### src/hw/rtl/jcm_ram.sv
// Generic single-write, single-read synchronous RAM with registered read data.
// No dependencies.
module jcm_ram #(
    parameter int WIDTH = 48,
    parameter int DEPTH = 64
) (
    input  logic                     i_clk,
    input  logic                     i_wr_en,
    input  logic [$clog2(DEPTH)-1:0] i_wr_addr,
    input  logic [WIDTH-1:0]         i_wr_data,
    input  logic [$clog2(DEPTH)-1:0] i_rd_addr,
    output logic [WIDTH-1:0]         o_rd_data
);

    logic [WIDTH-1:0] r_mem [DEPTH];
    logic [WIDTH-1:0] r_rd_data;

    always_ff @(posedge i_clk) begin
        if (i_wr_en) begin
            r_mem[i_wr_addr] <= i_wr_data;
        end
        r_rd_data <= r_mem[i_rd_addr];
    end

    assign o_rd_data = r_rd_data;

endmodule

### config.mk
export PLATFORM = sky130hd
export DESIGN_NAME = jcm_ram
export DESIGN_NICKNAME = d
export VERILOG_FILES = /design/src/hw/rtl/jcm_ram.sv
export SDC_FILE = /design/constraint.sdc
export NUM_CORES = 2
export LEC_CHECK = 0
export BUFFER_PORTS_ARGS = -buffer_cell sky130_fd_sc_hd__clkbuf_2
export CORE_ASPECT_RATIO = 2
export CORE_MARGIN = 2
export CORE_UTILIZATION = 46
export DETAILED_ROUTE_END_ITERATION = 7
export SYNTH_ARGS = -nofsm -noshare
export SYNTH_HDL_FRONTEND = slang
export SYNTH_SLANG_ARGS = --single-unit
### constraint.sdc
create_clock -name i_clk -period 6.2 [get_ports i_clk]
set_input_delay 1.86 -clock i_clk [delete_from_list [all_inputs] [get_ports i_clk]]
set_output_delay 1.86 -clock i_clk [all_outputs]
set_load 0.02 [all_outputs]
==> results.sh <==
export IMPL_finalClockSkew_ns=0.0369
export IMPL_yosysSeqAreaShare=0.796
export IMPL_fin_nets=5386
export IMPL_finalSetupViolCount=0
export IMPL_timing_rr_end="o_rd_data[22]$_DFF_P_"
export IMPL_yosysUniqueCellTypes=36
export IMPL_peakVddDrop_mv=0.293
export IMPL_worst_slew_pin_slew_ns=1.48
export IMPL_pin_count=110
export IMPL_cts_max_path_buffers=4
export IMPL_layout_common_cells="3072 x edfxtp_1, 754 x mux4_2, 293 x clkbuf_16"
export IMPL_yosysWarnings=0
export IMPL_drc=0
export IMPL_cap_violations=1
export IMPL_critPathLaunchType="input port"
export IMPL_cts_setup_buffers=0
export IMPL_violations="max-capacitance violations"
export IMPL_rows=262
export IMPL_max_freq_ghz=0.255
export IMPL_hold_viol_final=0
export IMPL_hp_start="r_mem[58][13]$_DFFE_PP_"
export IMPL_clock_tree_root_cell="clkbuf_16"
export IMPL_avgSynthCellArea_um2=23.6
export IMPL_tns_ns=0
export IMPL_whs_ns=0.809
export IMPL_first_pass_iters=5
export IMPL_status="complete, but fails checks"
export IMPL_die_y_um=718
export IMPL_period_share=0.632
export IMPL_syn_inst=4970
export IMPL_synthArstFlopShare=0
export IMPL_finalMaxSlewViolations=0
export IMPL_whs_path_depth=4
export IMPL_hpwl_um=168000
export IMPL_grt_antenna_before_repair=12
export IMPL_slew_headroom=0.0106
export IMPL_areaGrowthSynthToFinish_pct=12.8
export IMPL_grt_pass1_wl_um=430000
export IMPL_ff2ff_setup_slack_ns=4.17
export IMPL_synth_nets=5032
export IMPL_cts_hold_buf=0
export IMPL_fin_util=0.521
export IMPL_r2r_cells=6
export IMPL_numCtsBuffers=281
export IMPL_cp_max_fo=57
export IMPL_cts_repair_resized=0
export IMPL_clock_sinks=3120
export IMPL_syn_area_mm2=0.117
export IMPL_die_w_um=361
export IMPL_vias=55600
export IMPL_grt_pass1_vias=57000
export IMPL_clk_pin_slew_worst_paths_ns=0.07
export IMPL_synth_edf_count=3072
export IMPL_static_leakage_power_nw=40.9
export IMPL_power_density_mw_per_mm2=324
export IMPL_drt_wl_total_um=305000
export IMPL_cts_tree="done"
export IMPL_initial_core_util=0.462
export IMPL_ys_flop_type="edfxtp_1"
export IMPL_wl_per_cell_um=34.6
export IMPL_grt_usage=0.235
export IMPL_crit_path_end_kind="flip-flop"
export IMPL_r2r_start="r_mem[39][22]$_DFFE_PP_"
export IMPL_grt_max_degree=93
export IMPL_viasPerCell=6.30
export IMPL_drtIter0Drc=6833
export IMPL_layout_commonest_cell="edfxtp_1"
export IMPL_arrival_ns=4.61
export IMPL_core_area_mm2=0.254
export IMPL_portBuffers=109
export IMPL_final_min_clock_period_ns=3.92
export IMPL_place_gp_congestion=0.785
export IMPL_hold_path_end="o_rd_data[13]$_DFF_P_"
export IMPL_drive_gt1_frac=0.289
export IMPL_hold_class="flip-flop to flip-flop"
export IMPL_htreeDepth=5
export IMPL_clk_latency_ns=0.86
export IMPL_rsz0062_at_grt="false"
export IMPL_critPathKind="input port to flip-flop"
export IMPL_required_ns=6.89
export IMPL_die_area_mm2=0.259
export IMPL_ant_nets=0
export IMPL_grt_ovfl_total=0
export IMPL_ys_ff_latch=3120
[per-stage QoR]
step	total power [mW]	cell area [um^2]	setup WS, ns	std cells
3_5_place_dp	26.0	123000	1.34	8341
5_1_grt	44.0	132000	2.14	8824
2_1_floorplan	25.0	117000	0.0552	4970
4_1_cts	43.1	132000	2.26	8823
6_report	42.8	132000	2.28	8827
3_3_place_gp	25.9	123000	1.41	8341
[layout make-up]
cell class | count | area [um^2]
repair buffers | 353 | 2910
clock buffers | 350 | 7660
fillers | 19500 | 122000
flip-flops and latches | 3120 | 93200
clock inverters | 132 | 1290
diodes | 4 | 10.0
well taps | 3300 | 4130
multi-input cells | 1568 | 22900
[critical path: stages]
cell,delay (ns)
buf_12,0.35
buf_12,0.44
buf_4,0.42
mux4_2,0.54
a22o_1,0.26
a221oi_1,0.44
a221oi_1,0.17
[state kept, by name, summed over array words and instances (netlist names)]
signal     flops
o_rd_data     48
r_mem       3072
[cell families (layout without fill, tap and decap cells)]
| family | count (synthesis) | after routing | synth area share |
|---|---|---|---|
| compound gates | 486 | 486 | 0.0302 |
| simple gates | 253 | 253 | 0.00957 |
| mux | 829 | 829 | 0.152 |
| other cells | 0 | 4 | 0 |
| buf+inv | 282 | 835 | 0.0128 |
| flops | 3120 | 3120 | 0.796 |
[layer usage]
layer / GRT usage / wire, um
met3: 0.0413 / 26000
met1: 0.329 / 121000
met2: 0.386 / 151000
met4: 0.0590 / 7340
met5: 0 / 42
[synthesized netlist by cell type (all sizes together), types with 2 or more instances]
| master | count | area (um^2) |
|---|---|---|
| or3b | 4 | 35.0 |
| buf | 183 | 1120 |
| a21oi | 74 | 370 |
| o221ai | 28 | 245 |
| mux2 | 12 | 135 |
| and2 | 3 | 18.8 |
| nand3b | 5 | 37.5 |
| nand2 | 55 | 206 |
| nand4 | 2 | 12.5 |
| nand3 | 7 | 35.0 |
| a211oi | 32 | 240 |
| a221oi | 83 | 727 |
| edfxtp | 3072 | 92200 |
| mux4 | 754 | 17000 |
| nor2 | 132 | 495 |
| nand2b | 10 | 62.6 |
| nor2b | 24 | 150 |
| a311oi | 11 | 96.3 |
| dfxtp | 48 | 961 |
| clkbuf | 99 | 373 |
| o22ai | 122 | 763 |
| a31o | 5 | 43.8 |
| mux2i | 63 | 631 |
| a22oi | 72 | 541 |
| nor3 | 3 | 15.0 |
| or2 | 3 | 18.8 |
| or3 | 3 | 18.8 |
| a22o | 57 | 499 |
[power by group]
group / internal (mW) / switching (mW)
clock: 9.77 / 7.51
sequential: 23.4 / 0.0890
combinational: 0.750 / 1.32
[worst max path at each step]
stage / from / end / slack (ns) / depth (start not counted)
6_report: i_rd_addr[0] / o_rd_data[10]$_DFF_P_ / 2.28 / 7
5_1_grt: i_rd_addr[0] / o_rd_data[10]$_DFF_P_ / 2.14 / 7
4_1_cts: i_rd_addr[0] / o_rd_data[10]$_DFF_P_ / 2.26 / 7
3_5_place_dp: i_rd_addr[0] / o_rd_data[10]$_DFF_P_ / 1.34 / 7
3_3_place_gp: i_rd_addr[0] / o_rd_data[10]$_DFF_P_ / 1.41 / 7
2_1_floorplan: i_wr_addr[3] / r_mem[48][0]$_DFFE_PP_ / 0.06 / 4
Note: power is estimated with default switching activity, not from simulation.
