### src/hw/rtl/jcm_pkg.sv
// Shared types, constants and table helpers for the jet colormap lookup.
// No dependencies; imported by jcm_fill, jcm_div and the top level.
package jcm_pkg;

    localparam int CFG_DATA_W = 32;
    localparam int CFG_IDX_W  = 2;
    localparam int COLOR_W    = 8;
    localparam int RGB_W      = 3 * COLOR_W;

    typedef enum logic [CFG_IDX_W-1:0] {
        CFG_RANGE_LOW   = 2'd0,
        CFG_RANGE_HIGH  = 2'd1,
        CFG_INTERPOLATE = 2'd2
    } t_cfg_idx;

    localparam int CH_RED   = 0;
    localparam int CH_GREEN = 1;
    localparam int CH_BLUE  = 2;

    // Per-item flags that travel alongside the divider.
    typedef struct packed {
        logic interp;
        logic clamp;
        logic zero;
    } t_side;

    // Ramp numerator (0..n) of one channel of a jet map with m entries.
    // The level is round(255 * num / n), with n = ceil(m / 4).
    function automatic int jet_num(input int entry, input int ch, input int m);
        int n;
        int off;
        int shift;
        int k;
        int num;
        n     = (m + 3) / 4;
        off   = (n + 1) / 2 - ((m % 4 == 1) ? 1 : 0);
        shift = (ch == CH_RED) ? n : ((ch == CH_BLUE) ? -n : 0);
        k     = entry + 1 - off - shift;
        if (k < 1 || k > 3 * n - 1) begin
            num = 0;
        end else if (k <= n) begin
            num = k;
        end else if (k < 2 * n) begin
            num = n;
        end else begin
            num = 3 * n - k;
        end
        return num;
    endfunction

endpackage

### src/hw/rtl/jcm_div.sv
// Pipelined restoring divider: one quotient bit per stage, one item per cycle.
// Depends on jcm_pkg for the sideband struct carried with each item.
module jcm_div
    import jcm_pkg::*;
#(
    parameter int DW = 33,
    parameter int QW = 14
) (
    input  logic             i_clk,
    input  logic             i_rst_n,
    input  logic             i_valid,
    input  logic [DW+QW-1:0] i_num,
    input  logic [DW-1:0]    i_den,
    input  t_side            i_side,
    output logic             o_valid,
    output logic [QW-1:0]    o_quot,
    output t_side            o_side
);

    localparam int RW = DW + QW;

    logic            r_vld  [QW];
    logic [RW-1:0]   r_rem  [QW];
    logic [DW-1:0]   r_den  [QW];
    logic [QW-1:0]   r_quot [QW];
    t_side           r_side [QW];

    for (genvar j = 0; j < QW; j++) begin : g_stage
        logic          w_vld;
        logic [RW-1:0] w_rem;
        logic [DW-1:0] w_den;
        logic [QW-1:0] w_quot;
        t_side         w_side;
        logic [RW-1:0] w_sub;
        logic          w_ge;
        logic [RW-1:0] n_rem;
        logic [QW-1:0] n_quot;

        if (j == 0) begin : g_first
            assign w_vld  = i_valid;
            assign w_rem  = i_num;
            assign w_den  = i_den;
            assign w_quot = '0;
            assign w_side = i_side;
        end else begin : g_rest
            assign w_vld  = r_vld[j-1];
            assign w_rem  = r_rem[j-1];
            assign w_den  = r_den[j-1];
            assign w_quot = r_quot[j-1];
            assign w_side = r_side[j-1];
        end

        // Stage j decides quotient bit QW-1-j against the divisor shifted to it.
        assign w_sub  = RW'(w_den) << (QW - 1 - j);
        assign w_ge   = (w_rem >= w_sub);
        assign n_rem  = w_ge ? (w_rem - w_sub) : w_rem;
        assign n_quot = w_quot | (QW'(w_ge) << (QW - 1 - j));

        always_ff @(posedge i_clk) begin
            if (!i_rst_n) begin
                r_vld[j] <= 1'b0;
            end else begin
                r_vld[j] <= w_vld;
            end
        end

        always_ff @(posedge i_clk) begin
            r_rem[j]  <= n_rem;
            r_den[j]  <= w_den;
            r_quot[j] <= n_quot;
            r_side[j] <= w_side;
        end
    end

    assign o_valid = r_vld[QW-1];
    assign o_quot  = r_quot[QW-1];
    assign o_side  = r_side[QW-1];

endmodule

### config.mk
export PLATFORM = sky130hd
export DESIGN_NAME = jcm_div
export DESIGN_NICKNAME = d
export VERILOG_FILES = /design/src/hw/rtl/jcm_pkg.sv /design/src/hw/rtl/jcm_div.sv
export SDC_FILE = /design/constraint.sdc
export NUM_CORES = 2
export LEC_CHECK = 0
export BUFFER_PORTS_ARGS = -buffer_cell sky130_fd_sc_hd__clkbuf_2
export CAP_MARGIN = 20
export CORE_ASPECT_RATIO = 0.6
export CORE_MARGIN = 2
export CORE_UTILIZATION = 50
export DETAILED_ROUTE_END_ITERATION = 12
export GPL_TIMING_DRIVEN = 1
export PLACE_DENSITY = 0.66
export SLEW_MARGIN = 10
export SYNTH_ARGS = -nofsm -noshare
export SYNTH_HDL_FRONTEND = slang
export SYNTH_SLANG_ARGS = --single-unit
### constraint.sdc
create_clock -name i_clk -period 6.2 [get_ports i_clk]
set_input_delay 1.86 -clock i_clk [delete_from_list [all_inputs] [get_ports i_clk]]
set_output_delay 1.86 -clock i_clk [all_outputs]
set_load 0.03 [all_outputs]
==> out/results.ini <==
[cts]
clk_pin_slew_ns=0.07
cts_made_buffers=113
post-cts-setup-buffer-count=0
cts_tree=yes
clockRootBuffer=clkbuf_16
cts_hold_buf=0
clock_sinks=1201
cts_max_level=3
clk_latency_ns=0.75
clockBufferDepth=3
ctsResizeCount=0

[synth]
synth-edff-count=0
syn_nets=6769
synthCells=6208
synth_flop_cell=dfxtp_1
yosysWarnings=0
synth.avg_cell_area_sq_um=8.99
synth_seq_area_share_pct=43.1
ys_types=93
syn_area_sq_um=55800
synth_area_leader_cell=dfxtp_1
ys_top_cells_by_area=dfxtp_1 43%, ha_1 10%, a21oi_1 5.1%
synth_top_area_share_pct=43.1
synthArstFlopShare_pct=0
ys_ff_latch=1201

[pwr]
ir_worst_vdd_uv=262
p_leak_nw=27.9
power.density_nw_per_um2=560

[floorplanning]
dieArea_sq_um=114000
ios=104
dieHeight_microns=263
initial_core_util_pct=50.7
num_rows=94
die_w_microns=435
design.core.area_sq_um=110000

[critical_path]
cp_max_fo=6
cp-endpoint=r_rem[0][46]
required_ns=6.84
rr_endpoint=r_rem[0][369]
crit_path_end_kind=register
crit_path_start_kind=input pin
worstSetupPathType=in2reg
crit_arrival_ns=5.61
critPathLaunch=i_den[1]
reg2reg_depth=12
worstReg2RegStart=r_den[0][224]
ff2ff_setup_slack_ns=1.45

[timing]
worst_pin_slew_ns=1.27
fin_crit_ns=4.97
slew_viol_final=0
grt_setup_unrepaired=false
tns_ns=0
max_freq_ghz=0.201
setup_viol=0
fin_crit_sh_pct=80.2
slew_headroom_pct=14.8
skew_ns=0.0338
whs_ns=0.323
hold_violations=0

[placement]
dpl_cell_area_sq_um=57900
post-dp-hpwl_microns=116000
port_buffers=103
gp_congestion=0.990

[grt]
grtUsageTotal_pct=25.2
grt_pass1_vias=40300
grt_max_degree=67
gr-total-overflow=0
grt_pass1_wl_microns=229000
antenna_found_initial=6

[detailed_routing]
wire_per_inst_microns=18.8
vias=44200
vias_per_cell=5.62
drtPass1Iterations=6
drt_iter0_drc=4346
drc=0
ant_nets=0
routed_wl_microns=148000

[cells_and_area]
fin_nets=6847
final_area_sq_um=61800
syn2layout_area_growth_pct=10.7
fillers=10000
drive_gt1_share_pct=6.66

[run_status]
outcome=completed

[flow_run]
maxCapViolations=0

[min_path]
hold_class=reg2reg

==> cell families after synthesis <==
kind of cell	after synthesis	share of synthesized area, %
multiplexers	85	1.71
AND/OR/NAND/NOR	1540	13.4
adder cells (fa/ha/maj)	475	10.8
XOR/XNOR	440	6.90
flip-flops	1201	43.1
buffers and inverters	778	5.33
AO/OA/AOI/OAI	1689	18.8
==> critical path, stage by stage <==
cell and delay, ns:
clkbuf_2 0.11, inv_1 0.05, ha_1 0.29, nor2b_1 0.13
o21ai_0 0.30, a21oi_1 0.20, o21ai_0 0.50, a311oi_1 0.34
o21ai_1 0.29, a21oi_1 0.29, a21o_1 0.28, a2111oi_0 0.58
mux2_2 0.40
==> metal layers <==
metal  vias to the layer above  GRT usage [%]  part of all wire [%]
li1                      21800              -                     -
met1                     20600           40.6                    52
met2                      1629           28.6                    33
met3                       129           12.4                    14
met4                         6           3.54                   1.1
met5                         -           2.48                  0.28
==> cell usage after synthesis (59+ instances only) <==
| master | count |
|---|---|
| nor2_1 | 394 |
| xnor2_1 | 261 |
| a21o_1 | 216 |
| nand2b_1 | 63 |
| inv_1 | 607 |
| clkbuf_1 | 129 |
| nand2_1 | 454 |
| o21bai_1 | 59 |
| xor2_1 | 179 |
| ha_1 | 462 |
| nand3_1 | 99 |
| dfxtp_1 | 1201 |
| a21oi_1 | 570 |
| nor3_1 | 94 |
| nor4_1 | 62 |
| o21ai_0 | 360 |
| nand4_1 | 87 |
==> cell type report <==
| cell class | count | area (sq um) | area share, % |
|---|---|---|---|
| antenna | 2 | 5.00 | 0.00810 |
| inverter | 612 | 2300 | 3.72 |
| timing repair buffer | 129 | 742 | 1.20 |
| sequential | 1201 | 24000 | 38.9 |
| clock inverter | 50 | 641 | 1.04 |
| clock buffer | 156 | 3260 | 5.27 |
| tap | 1488 | 1860 | 3.01 |
| multi-input combinational | 4229 | 29000 | 46.9 |
==> report_power, final <==
part           leakage (nW)  switching, W  internal, W
clock network          1.92       0.00310      0.00407
registers              10.1       0.00139      0.00993
logic                  15.9       0.00945      0.00667
==> state kept, by name, summed over array words and instances (netlist names) <==
signal	flops
r_side	42
r_rem	611
r_den	429
r_vld	14
r_quot	105
==> cell usage in the layout, fill, tap and decap left out, types with 15 or more instances in the layout <==
master,Yosys,layout
and2_1,44,44
clkbuf_16,0,113
ha_1,462,462
buf_4,4,21
a211oi_1,42,42
a21oi_1,570,569
nor2_1,394,394
or3_1,25,25
nor3_1,94,93
xor2_1,179,179
clkbuf_2,0,104
nand2b_1,63,63
or2_2,21,21
mux2_1,46,46
nor2b_1,51,51
clkbuf_1,129,16
dfxtp_1,1201,1201
nor4b_1,18,17
and4_1,18,18
nand4_1,87,87
and3_1,43,43
mux2_2,36,36
or4_1,19,19
xnor2_1,261,261
inv_1,607,607
o21ai_0,360,360
clkinv_2,0,28
a31oi_1,50,47
nor4_1,62,58
o21bai_1,59,59
nand3_1,99,98
a21o_1,216,216
o211ai_1,37,37
o21a_1,57,57
o31ai_1,40,39
a2111oi_0,18,18
o21ai_1,49,49
o31a_1,16,15
clkbuf_8,0,27
nand2_1,454,454
==> metrics by stage <==
stage | worst slack (ns) | std cells | power (W) | util, %
floorplan | 1.56 | 6208 | 0.0229 | -
global placement | 0.854 | 7655 | 0.0267 | 52.5
detailed placement | 0.846 | 7656 | 0.0269 | 52.5
CTS | 1.63 | 7862 | 0.0343 | 56.0
global route | 1.22 | 7866 | 0.0370 | 56.1
finish | 1.23 | 7867 | 0.0346 | 56.1
==> how the worst min path moves through the flow <==
stage,startpoint,end,slack (ns),depth (start not counted)
after global routing,r_side[0][21],r_side[1][0],0.33,0
after global placement,r_quot[3][10],r_quot[4][10],0.31,0
after CTS,r_quot[4][11],r_quot[5][11],0.32,0
after floorplan,r_quot[9][10],r_quot[10][10],0.31,0
after detailed placement,r_quot[10][12],r_quot[11][12],0.31,0
final,r_quot[2][11],r_quot[3][11],0.32,0
(Power assumes the default switching activity.)
