### src/hw/rtl/jcm_pkg.sv
// Shared types, constants and table helpers for the jet colormap lookup.
// No dependencies; imported by jcm_fill, jcm_div and the top level.
package jcm_pkg;

    localparam int CFG_DATA_W = 32;
    localparam int CFG_IDX_W  = 2;
    localparam int COLOR_W    = 8;
    localparam int RGB_W      = 3 * COLOR_W;

    typedef enum logic [CFG_IDX_W-1:0] {
        CFG_RANGE_LOW   = 2'd0,
        CFG_RANGE_HIGH  = 2'd1,
        CFG_INTERPOLATE = 2'd2
    } t_cfg_idx;

    localparam int CH_RED   = 0;
    localparam int CH_GREEN = 1;
    localparam int CH_BLUE  = 2;

    // Per-item flags that travel alongside the divider.
    typedef struct packed {
        logic interp;
        logic clamp;
        logic zero;
    } t_side;

    // Ramp numerator (0..n) of one channel of a jet map with m entries.
    // The level is round(255 * num / n), with n = ceil(m / 4).
    function automatic int jet_num(input int entry, input int ch, input int m);
        int n;
        int off;
        int shift;
        int k;
        int num;
        n     = (m + 3) / 4;
        off   = (n + 1) / 2 - ((m % 4 == 1) ? 1 : 0);
        shift = (ch == CH_RED) ? n : ((ch == CH_BLUE) ? -n : 0);
        k     = entry + 1 - off - shift;
        if (k < 1 || k > 3 * n - 1) begin
            num = 0;
        end else if (k <= n) begin
            num = k;
        end else if (k < 2 * n) begin
            num = n;
        end else begin
            num = 3 * n - k;
        end
        return num;
    endfunction

endpackage

### src/hw/rtl/jcm_fill.sv
// Loads the jet color table into the lookup RAM after reset, one row a cycle.
// Depends on jcm_pkg for the ramp function and color widths.
module jcm_fill
    import jcm_pkg::*;
#(
    parameter int TABLE_ENTRIES = 64
) (
    input  logic                             i_clk,
    input  logic                             i_rst_n,
    output logic                             o_wr_en,
    output logic [$clog2(TABLE_ENTRIES)-1:0] o_wr_addr,
    output logic [2*RGB_W-1:0]               o_wr_data,
    output logic                             o_busy
);

    localparam int AW = $clog2(TABLE_ENTRIES);
    localparam int JN = (TABLE_ENTRIES + 3) / 4;
    localparam logic [AW-1:0] LAST = AW'(TABLE_ENTRIES - 1);

    logic [RGB_W-1:0] w_tbl [TABLE_ENTRIES];

    for (genvar e = 0; e < TABLE_ENTRIES; e++) begin : g_tbl
        localparam int LR = (510 * jet_num(e, CH_RED, TABLE_ENTRIES) + JN) / (2 * JN);
        localparam int LG = (510 * jet_num(e, CH_GREEN, TABLE_ENTRIES) + JN) / (2 * JN);
        localparam int LB = (510 * jet_num(e, CH_BLUE, TABLE_ENTRIES) + JN) / (2 * JN);
        assign w_tbl[e] = {COLOR_W'(LR), COLOR_W'(LG), COLOR_W'(LB)};
    end

    logic [AW-1:0] r_addr;
    logic [AW-1:0] n_addr;
    logic          r_done;
    logic          n_done;
    logic [AW-1:0] w_next;

    // Each row holds an entry and its upper neighbor so one read feeds the blend.
    assign w_next = (r_addr == LAST) ? r_addr : r_addr + AW'(1);

    always_comb begin
        n_addr = r_addr;
        n_done = r_done;
        if (!r_done) begin
            if (r_addr == LAST) begin
                n_done = 1'b1;
            end else begin
                n_addr = r_addr + AW'(1);
            end
        end
    end

    always_ff @(posedge i_clk) begin
        if (!i_rst_n) begin
            r_addr <= '0;
            r_done <= 1'b0;
        end else begin
            r_addr <= n_addr;
            r_done <= n_done;
        end
    end

    assign o_wr_en   = !r_done;
    assign o_wr_addr = r_addr;
    assign o_wr_data = {w_tbl[r_addr], w_tbl[w_next]};
    assign o_busy    = !r_done;

endmodule

### config.mk
export PLATFORM = sky130hd
export DESIGN_NAME = jcm_fill
export DESIGN_NICKNAME = d
export VERILOG_FILES = /design/src/hw/rtl/jcm_pkg.sv /design/src/hw/rtl/jcm_fill.sv
export SDC_FILE = /design/constraint.sdc
export NUM_CORES = 1
export LEC_CHECK = 0
export BUFFER_PORTS_ARGS = -buffer_cell sky130_fd_sc_hd__buf_4
export CELL_PAD_IN_SITES_DETAIL_PLACEMENT = 1
export CELL_PAD_IN_SITES_GLOBAL_PLACEMENT = 2
export CORE_MARGIN = 2
export CORE_UTILIZATION = 26
export CTS_CLUSTER_DIAMETER = 30
export DETAILED_ROUTE_END_ITERATION = 6
export GPL_TIMING_DRIVEN = 1
export PLACE_DENSITY_LB_ADDON = 0.15
export SLEW_MARGIN = 20
export SYNTH_ARGS = -nofsm -noshare
export SYNTH_HDL_FRONTEND = slang
export SYNTH_SLANG_ARGS = --single-unit
### constraint.sdc
create_clock -name i_clk -period 3.8 [get_ports i_clk]
set_input_delay 0.76 -clock i_clk [delete_from_list [all_inputs] [get_ports i_clk]]
set_output_delay 0.76 -clock i_clk [all_outputs]
set_load 0.03 [all_outputs]
==> impl_metrics.py, run 1 <==
metrics = {
    "yosys": {
        "async_reset_ff_frac": 0,
        "syn_inst": 211,
        "post-synth-top-count-cell": "nand2_1",
        "synth_top_cells_by_area": "buf_4, dfxtp_1, nand2_1",
        "syn_avg_cell_area_um2": 6.53,
        "netlist_area_mm2": 0.00138,
        "synth-main-ff-cell": "dfxtp_1",
        "netlist.area_leader.share": 0.103,
        "synth_edf_count": 0,
        "ys_ff_latch": 7,
        "synth_cell_types": 49,
        "synth_warnings": 0,
        "synth_top_area_cell": "buf_4",
        "synth_fp_nets": 220,
        "ys_seq_area_frac": 0.102,
        "synth_common_cells": "nand2_1, buf_4, o21ai_0, a21oi_1, nor2_1",
    },
    "placement": {
        "placed_area_mm2": 0.00176,
        "hpwl_um": 3550,
        "pre_cts_ws_ns": 0.507,
        "gp_congestion": 0.777,
        "io_buffers": 57,
    },
    "detailed_routing": {
        "via_count": 1556,
        "drc": 0,
        "via_per_inst": 4.91,
        "wl_per_cell_um": 14.8,
        "totalWireLength_um": 4690,
        "drt_iter0_markers": 73,
        "drtPass1Iterations": 4,
        "ant_nets": 0,
    },
    "sta": {
        "period_share": 0.925,
        "holdWs_ns": 0.628,
        "finalWorstSetupSlack_ns": 0.283,
        "skew_ns": 0.000834,
        "fmax_ghz": 0.284,
        "setup_tns_ns": 0,
        "tightest_slew_ns": 0.678,
        "maxSlewViolCount": 0,
        "hold_viol_final": 0,
        "period_needed_ns": 3.52,
        "rsz0062_at_grt": "false",
        "relSlewSlack": 0.545,
        "setup_viol": 0,
    },
    "clocking": {
        "clk_pin_slew_ns": 0.04,
        "cts_tree": "done",
        "post_cts_buffers": 0,
        "clock_path_buffers": 2,
        "clock_sinks": 7,
        "cts_hold_buf": 0,
        "root_buffer": "clkbuf_8",
        "postCtsResizedCells": 0,
        "htree_levels": 1,
        "clk_latency_ns": 0.23,
        "cts_made_buffers": 3,
    },
    "worst_setup_path": {
        "critical_path_class": "flip-flop to output pin",
        "cp.required_ns": 3.04,
        "critical_path.max_fanout": 10,
        "critPathLaunchType": "flip-flop",
        "critPathCaptureType": "output pin",
        "r2r_cells": 6,
        "r2r_slack_ns": 1.57,
        "arrival_ns": 2.76,
    },
    "pwr": {
        "ir_worst_vdd_mv": 0.157,
        "powerDensity_mw_per_mm2": 176,
        "power.leakage_nw": 0.833,
    },
    "floorplanning": {
        "die_y_um": 76.8,
        "io_pins": 58,
        "dieArea_mm2": 0.00590,
        "dieWidth_um": 76.8,
        "core_mm2": 0.00511,
        "row_count": 26,
        "start_util": 0.270,
    },
    "global_routing": {
        "antenna_found_initial": 0,
        "groute.usage.overall": 0.155,
        "first_global_vias": 1461,
        "grt_pass1_wl_um": 7670,
        "grt_overflow": 0,
        "grt_max_degree": 22,
    },
    "finish": {
        "nNetsFinal": 257,
        "final_cell_area_mm2": 0.00181,
        "antenna_cells": 0,
        "num-fill-cells": 672,
        "synthToLayoutAreaGrowth_pct": 31.0,
        "drive_above_1_share": 0.320,
    },
    "run_status": {
        "status": "complete, no violations",
    },
    "min_path": {
        "hold_path.class": "flip-flop to flip-flop",
        "worstHoldPathCells": 2,
    },
    "flow_run": {
        "cap_violations": 0,
    },
}
-- worst max-delay path: stages (launching register included) --
cell and delay [ns]:
dfxtp_1 0.51, ha_1 0.31, nand3_2 0.23, nor2_8 0.26, xnor2_1 0.17, ha_1 0.26
o22ai_1 0.15, mux2i_1 0.11, a22o_1 0.20, o21ai_0 0.15, buf_4 0.18
-- routing by layer --
layer | wire [µm] | track usage | part of all wire
met3 | 191 | 0.0176 | 0.041
met1 | 2300 | 0.225 | 0.49
met2 | 2170 | 0.242 | 0.46
met4 | 31 | 0.0382 | 0.0066
met5 | 0 | 0 | 0
-- through the flow --
stage	instances	power, mW	util
finish	317	0.317	0.354
CTS	317	0.322	0.353
floorplan	211	0.171	-
global route	317	0.341	0.354
global placement	313	0.212	0.344
detailed placement	313	0.212	0.344
-- state kept, by name, indices dropped and copies added (netlist names) --
register,flops
o_wr_addr,6
r_done,1
-- layout by cell type, fill, tap and decap left out, types with 2 or more instances in the layout --
| cell type | count |
|---|---|
| a21oi_1 | 16 |
| o311a_1 | 2 |
| o22ai_1 | 6 |
| clkbuf_8 | 3 |
| a22o_1 | 2 |
| dfxtp_1 | 7 |
| o21ai_0 | 18 |
| o31ai_1 | 2 |
| nor3_1 | 3 |
| inv_1 | 8 |
| and2_1 | 6 |
| o21a_1 | 2 |
| nand2_1 | 28 |
| and3_1 | 2 |
| mux2i_1 | 4 |
| ha_1 | 7 |
| xnor2_1 | 3 |
| nor2b_1 | 3 |
| nand2b_1 | 7 |
| a211oi_1 | 2 |
| a31oi_1 | 3 |
| mux2_2 | 3 |
| nand3_1 | 5 |
| buf_4 | 66 |
| nor2_1 | 15 |
-- cells by family after synthesis --
kind of cell / synth area share
adder cells (fa/ha/maj): 0.0635
AO/OA/AOI/OAI: 0.316
multiplexers: 0.0535
buffers and inverters: 0.172
AND/OR/NAND/NOR: 0.274
flip-flops: 0.102
XOR/XNOR: 0.0191
-- area by class of cell --
cell class / count / area (µm²) / area share
tap: 70 / 87.6 / 0.0485
sequential: 7 / 140 / 0.0776
multi-input combinational: 161 / 1000 / 0.556
clock buffer: 4 / 45.0 / 0.0249
inverter: 9 / 33.8 / 0.0187
timing repair buffer: 66 / 495 / 0.274
-- power breakdown --
part           switching (mW)  internal [mW]
Sequential            0.00893         0.0767
Clock                  0.0332         0.0727
Combinational          0.0778         0.0481
Total                   0.120          0.197
-- final timing paths --
| check | startpoint | to |
|---|---|---|
| hold reg to reg | r_done$_SDFF_PN0_ | o_wr_addr[2]$_SDFFE_PN0N_ |
| hold / removal | r_done$_SDFF_PN0_ | o_wr_addr[2]$_SDFFE_PN0N_ |
| setup reg to reg | o_wr_addr[2]$_SDFFE_PN0N_ | o_wr_addr[5]$_SDFFE_PN0N_ |
| setup / recovery | o_wr_addr[1]$_SDFFE_PN0N_ | o_wr_data[5] |
Power figures use the tool's default switching activity.
==> inputs of run 2 (changes only) <==
--- a/config.mk
+++ b/config.mk
@@ -9,7 +9,8 @@
 export CELL_PAD_IN_SITES_DETAIL_PLACEMENT = 1
 export CELL_PAD_IN_SITES_GLOBAL_PLACEMENT = 2
 export CORE_MARGIN = 2
-export CORE_UTILIZATION = 26
+export CORE_UTILIZATION = 27
+export CTS_BUF_LIST = sky130_fd_sc_hd__clkbuf_2 sky130_fd_sc_hd__clkbuf_4 sky130_fd_sc_hd__clkbuf_8
 export CTS_CLUSTER_DIAMETER = 30
 export DETAILED_ROUTE_END_ITERATION = 6
 export GPL_TIMING_DRIVEN = 1
==> run 2 against run 1 <==
Power increased by 3.3%. First-iteration DRC count increased by 15%. Cell count increased by 0.32%. Sequential cell count unchanged. Sequential power decreased by 1%. Critical path type unchanged. Non-clock buffer count increased by 1. Fmax decreased by 0.63%. Hold slack improved by 0.016 ns. Worst setup slack got worse by 0.022 ns. Register-to-register slack improved by 0.09 ns. Count of clock-buffer cells in the layout unchanged. Sequential share of layout area about the same.
==> impl_metrics.py, run 2 (synthesis gave the netlist of run 1 again) <==
metrics = {
    "run_status": {
        "status": "complete, no violations",
    },
    "sta": {
        "hold_viol_final": 0,
        "setup_viol": 0,
        "maxSlewViolCount": 0,
        "rsz0062_at_grt": "false",
        "period_needed_ns": 3.54,
        "skew_ns": 0.000497,
        "period_share": 0.931,
        "fmax_ghz": 0.283,
        "tightest_slew_ns": 0.647,
        "relSlewSlack": 0.566,
        "setup_tns_ns": 0,
    },
    "pwr": {
        "ir_worst_vdd_mv": 0.178,
        "power.leakage_nw": 0.839,
        "powerDensity_mw_per_mm2": 181,
    },
    "finish": {
        "final_common_cell": "buf_4",
        "drive_above_1_share": 0.327,
        "synthToLayoutAreaGrowth_pct": 31.7,
        "nNetsFinal": 258,
        "num-fill-cells": 673,
        "antenna_cells": 0,
        "final_cell_mix": "buf_4, nand2_1, o21ai_0, a21oi_1, nor2_1",
        "utilization": 0.362,
        "largest_reg_flops": 6,
    },
    "detailed_routing": {
        "via_count": 1615,
        "drc": 0,
        "drt_iter0_markers": 84,
        "ant_nets": 0,
        "via_per_inst": 5.08,
        "wl_per_cell_um": 15.1,
        "drtPass1Iterations": 4,
        "totalWireLength_um": 4810,
    },
    "floorplanning": {
        "core_mm2": 0.00501,
        "row_count": 26,
        "dieWidth_um": 75.5,
        "die_y_um": 75.5,
        "start_util": 0.275,
        "io_pins": 58,
        "dieArea_mm2": 0.00569,
    },
    "placement": {
        "gp_congestion": 0.764,
        "hpwl_um": 3660,
        "io_buffers": 57,
    },
    "clocking": {
        "clock_path_buffers": 2,
        "htree_levels": 1,
        "clk_latency_ns": 0.22,
        "clk_pin_slew_ns": 0.04,
        "cts_tree": "done",
        "cts_made_buffers": 3,
        "root_buffer": "clkbuf_8",
        "clock_sinks": 7,
        "post_cts_buffers": 0,
        "cts_hold_buf": 0,
    },
    "min_path": {
        "hold_path.class": "flip-flop to flip-flop",
    },
    "worst_setup_path": {
        "critPathMaxStageDelay_ns": 0.48,
        "cp.required_ns": 3.04,
        "cp_num_buf_inv": 1,
        "critical_path_class": "flip-flop to output pin",
        "critPathLaunchType": "flip-flop",
        "crit_chain": "ha_1 > nand3_2 > o21ai_1 > nand2_1 > ha_1 > o22ai_1 > mux2i_1 > a22o_1 > o21ai_0 > buf_4",
        "critPathSlowestCell": "dfxtp_1",
        "cp_common_cell": "ha_1",
        "critical-path-top-delay-family": "compound AO/OA/AOI/OAI gates",
        "arrival_ns": 2.78,
        "critical_path.max_fanout": 9,
        "critPathCaptureType": "output pin",
        "r2r_slack_ns": 1.66,
    },
    "global_routing": {
        "antenna_found_initial": 0,
        "first_global_vias": 1504,
        "grt_max_degree": 21,
        "grt_overflow": 0,
        "grt_pass1_wl_um": 7770,
        "groute.usage.overall": 0.174,
    },
    "flow_run": {
        "cap_violations": 0,
    },
}
run 2: cell count changes in the layout (fill, tap and decap cells not counted):
cell	change
clkbuf_1	-1
o21ai_1	+1
clkbuf_4	+1
dfxtp_2	+1
buf_4	+1
dfxtp_1	-1
o21ai_2	-1
run 2: timing repair:
item                                   in CTS  in global routing
endpoints found under the hold margin       0                  0
setup endpoints to repair                   0                  4
resized for setup                           0                  1
run 2: power by group:
group | switching (mW) | internal [mW]
logic | 0.0817 | 0.0496
clock network | 0.0320 | 0.0797
registers | 0.00785 | 0.0769
total | 0.122 | 0.206
run 2: path summary, 6_finish.rpt:
check,cells past startpoint,start,to
setup / recovery,10,o_wr_addr[1]$_SDFFE_PN0N_,o_wr_data[5]
hold / removal,2,r_done$_SDFF_PN0_,o_wr_addr[2]$_SDFFE_PN0N_
setup reg to reg,7,o_wr_addr[0]$_SDFFE_PN0N_,o_wr_addr[5]$_SDFFE_PN0N_
hold reg to reg,2,r_done$_SDFF_PN0_,o_wr_addr[2]$_SDFFE_PN0N_
run 2: layout make-up:
type / instances / area (µm²) / share of cell area
multi-input combinational: 161 / 1000 / 0.551
timing repair buffer: 67 / 503 / 0.277
sequential: 7 / 141 / 0.0779
tap: 70 / 87.6 / 0.0482
clock buffer: 4 / 48.8 / 0.0269
inverter: 9 / 33.8 / 0.0186
run 2: through the flow:
step / hold slack [ns] / std cells / cell area [µm²] / total power, mW / setup slack [ns]
6_report: 0.644 / 318 / 1820 / 0.328 / 0.261
4_1_cts: 0.646 / 318 / 1810 / 0.331 / 0.206
5_1_grt: 0.703 / 318 / 1820 / 0.350 / 0.0252
2_1_floorplan: 0.697 / 211 / 1380 / 0.171 / 0.177
3_3_place_gp: 0.629 / 314 / 1770 / 0.218 / 0.455
3_5_place_dp: 0.625 / 314 / 1770 / 0.218 / 0.460
run 2: per-layer routing:
layer,wire length [µm],up-vias,global-route usage
li1,-,801,-
met1,2380,773,0.245
met2,2190,35,0.286
met3,195,6,0.0225
met4,40,0,0.0351
met5,0,-,0
run 2: worst reg2reg max path: stages, from the launching register on:
cell,delay (ns)
dfxtp_1,0.46
buf_4,0.26
and3_1,0.22
nand2_1,0.07
mux2_2,0.39
inv_1,0.35
o21ai_0,0.13
and2_1,0.16
==> inputs of run 3 (changes only) <==
--- a/config.mk
+++ b/config.mk
@@ -9,12 +9,13 @@
 export CELL_PAD_IN_SITES_DETAIL_PLACEMENT = 1
 export CELL_PAD_IN_SITES_GLOBAL_PLACEMENT = 2
 export CORE_MARGIN = 2
-export CORE_UTILIZATION = 27
+export CORE_UTILIZATION = 25
 export CTS_BUF_LIST = sky130_fd_sc_hd__clkbuf_2 sky130_fd_sc_hd__clkbuf_4 sky130_fd_sc_hd__clkbuf_8
 export CTS_CLUSTER_DIAMETER = 30
 export DETAILED_ROUTE_END_ITERATION = 6
 export GPL_TIMING_DRIVEN = 1
 export PLACE_DENSITY_LB_ADDON = 0.15
+export REMOVE_ABC_BUFFERS = 1
 export SLEW_MARGIN = 20
 export SYNTH_ARGS = -nofsm -noshare
 export SYNTH_HDL_FRONTEND = slang
==> constraint.sdc (replaced) <==
create_clock -name i_clk -period 3.5 [get_ports i_clk]
set_input_delay 0.7 -clock i_clk [delete_from_list [all_inputs] [get_ports i_clk]]
set_output_delay 0.7 -clock i_clk [all_outputs]
set_load 0.03 [all_outputs]
==> run 3 against run 2 <==
Critical path depth shrank 1. Worst setup slack improved by 0.0048 ns. Count of clock-buffer cells in the layout fell by 1. First-iteration DRC count decreased by 30%. Die area increased by 7.6%. Cell area grew 4.1%. Sequential cell count is the same. Hold slack got worse by 0.016 ns. Sequential share of layout area fell by 0.30 points. Clock skew up 0.0020 ns. Wire length is 1.3% lower. Register-to-register slack got worse by 0.28 ns. Critical path type unchanged. Critical endpoint unchanged. Highest routed layer unchanged.
==> impl_metrics.py, run 3 (synthesis gave the netlist of run 1 again) <==
metrics = {
    "sta": {
        "rsz0062_at_grt": "false",
        "period_share": 0.924,
        "maxSlewViolCount": 0,
        "skew_ns": 0.00248,
        "setup_tns_ns": 0,
        "hold_viol_final": 0,
        "fmax_ghz": 0.309,
        "relSlewSlack": 0.703,
        "holdWs_ns": 0.628,
        "setup_viol": 0,
        "period_needed_ns": 3.23,
        "tightest_slew_ns": 0.444,
    },
    "detailed_routing": {
        "drt_iter0_markers": 59,
        "wl_per_cell_um": 14.4,
        "drtPass1Iterations": 4,
        "drc": 0,
        "ant_nets": 0,
        "via_per_inst": 4.91,
        "totalWireLength_um": 4750,
        "via_count": 1616,
    },
    "global_routing": {
        "first_global_vias": 1582,
        "grt_pass1_wl_um": 7980,
        "groute.usage.overall": 0.158,
        "grt_overflow": 0,
        "antenna_found_initial": 0,
        "grt_max_degree": 22,
    },
    "clocking": {
        "clk_pin_slew_ns": 0.04,
        "clock_sinks": 7,
        "root_buffer": "clkbuf_8",
        "htree_levels": 1,
        "cts_tree": "done",
        "cts_made_buffers": 3,
        "clock_path_buffers": 2,
        "clk_latency_ns": 0.23,
        "cts_hold_buf": 0,
    },
    "finish": {
        "utilization": 0.350,
        "synthToLayoutAreaGrowth_pct": 37.0,
        "final_cell_mix": "buf_4, nand2_1, o21ai_0, a21oi_1, nor2_1",
        "drive_above_1_share": 0.358,
        "final_cell_area_mm2": 0.00189,
        "antenna_cells": 0,
        "largest_reg_flops": 6,
        "nNetsFinal": 267,
        "final_common_cell": "buf_4",
    },
    "placement": {
        "placed_area_mm2": 0.00181,
        "io_buffers": 57,
        "hpwl_um": 3710,
        "gp_congestion": 0.809,
    },
    "flow_run": {
        "cap_violations": 0,
    },
    "worst_setup_path": {
        "critPathCaptureType": "output pin",
        "critPathSlowestCell": "dfxtp_1",
        "arrival_ns": 2.53,
        "cp_num_buf_inv": 1,
        "critPathLaunchType": "flip-flop",
        "cp.required_ns": 2.80,
        "crit_chain": "nand3_2 > nor2_8 > xnor2_1 > ha_1 > o22ai_1 > mux2i_1 > a22o_1 > o21ai_0 > buf_4",
        "r2r_slack_ns": 1.38,
        "critPathMaxStageDelay_ns": 0.58,
        "critical_path.max_fanout": 11,
        "critical-path-top-delay-family": "flip-flops",
        "critical_path_class": "flip-flop to output pin",
    },
    "pwr": {
        "seq_power_share": 0.254,
        "power_mw": 0.354,
        "ir_worst_vdd_mv": 0.228,
        "power.leakage_nw": 0.883,
        "internal_power_mw": 0.222,
        "powerDensity_mw_per_mm2": 188,
        "p_clk_frac": 0.317,
        "p_comb_frac": 0.429,
        "p_sw_mw": 0.133,
        "switching_share": 0.374,
    },
    "min_path": {
        "hold_path.class": "flip-flop to flip-flop",
    },
    "run_status": {
        "status": "complete, no violations",
    },
    "floorplanning": {
        "row_count": 27,
        "dieArea_mm2": 0.00613,
        "dieWidth_um": 78.3,
        "die_y_um": 78.3,
        "start_util": 0.255,
        "io_pins": 58,
        "core_mm2": 0.00541,
    },
}
-- run 3: cell count changes in the layout (fill, tap and decap cells not counted), sizes merged --
cell    delta
buf        +9
clkinv     +1
clkbuf     -1
-- run 3: final cells by class --
cell class,instances,area (µm²)
Inverter,9,33.8
Clock inverter,1,5.00
Sequential cell,7,141
Multi-Input combinational cell,161,1010
Timing Repair Buffer,76,571
Fill cell,705,3520
Tap cell,72,90.1
Clock buffer,3,41.3
-- run 3: worst paths after layout --
path | start | end | cells after the start
worst max-delay path | o_wr_addr[2]$_SDFFE_PN0N_ | o_wr_data[5] | 9
worst max register to register | o_wr_addr[2]$_SDFFE_PN0N_ | o_wr_addr[5]$_SDFFE_PN0N_ | 7
worst min register to register | r_done$_SDFF_PN0_ | o_wr_addr[2]$_SDFFE_PN0N_ | 2
worst min-delay path | r_done$_SDFF_PN0_ | o_wr_addr[2]$_SDFFE_PN0N_ | 2
-- run 3: through the flow --
step                      setup slack (ns)  std cells
after global placement               0.423        322
after global routing                0.0263        329
final                                0.266        329
after detailed placement             0.380        322
after floorplan                      -1.04        177
after CTS                            0.124        326
-- run 3: power groups by stage --
stage | Combinational (mW) | Clock [mW] | Sequential, mW
final | 0.152 | 0.112 | 0.0899
after floorplan | 0.0828 | 0 | 0.100
after detailed placement | 0.154 | 0 | 0.0909
after global placement | 0.152 | 0 | 0.0908
after global routing | 0.167 | 0.122 | 0.0905
after CTS | 0.154 | 0.117 | 0.0895
-- run 3: tightest hold or removal path, stage by stage (launching register included) --
cell and delay, ns:
dfxtp_1 0.37, inv_1 0.13, a21oi_1 0.07
-- run 3: what timing repair did --
action | CTS | global route
gates resized for setup | 0 | 3
buffers inserted | 0 | 3
endpoints found under the setup margin | 0 | 5
-- run 3: metal layers --
layer | global-route usage | share of wire | up-vias
met2 | 0.276 | 0.49 | 18
met3 | 0.00805 | 0.017 | 2
met4 | 0.0281 | 0.0019 | 0
met5 | 0 | 0 | -
li1 | - | - | 819
met1 | 0.218 | 0.49 | 777
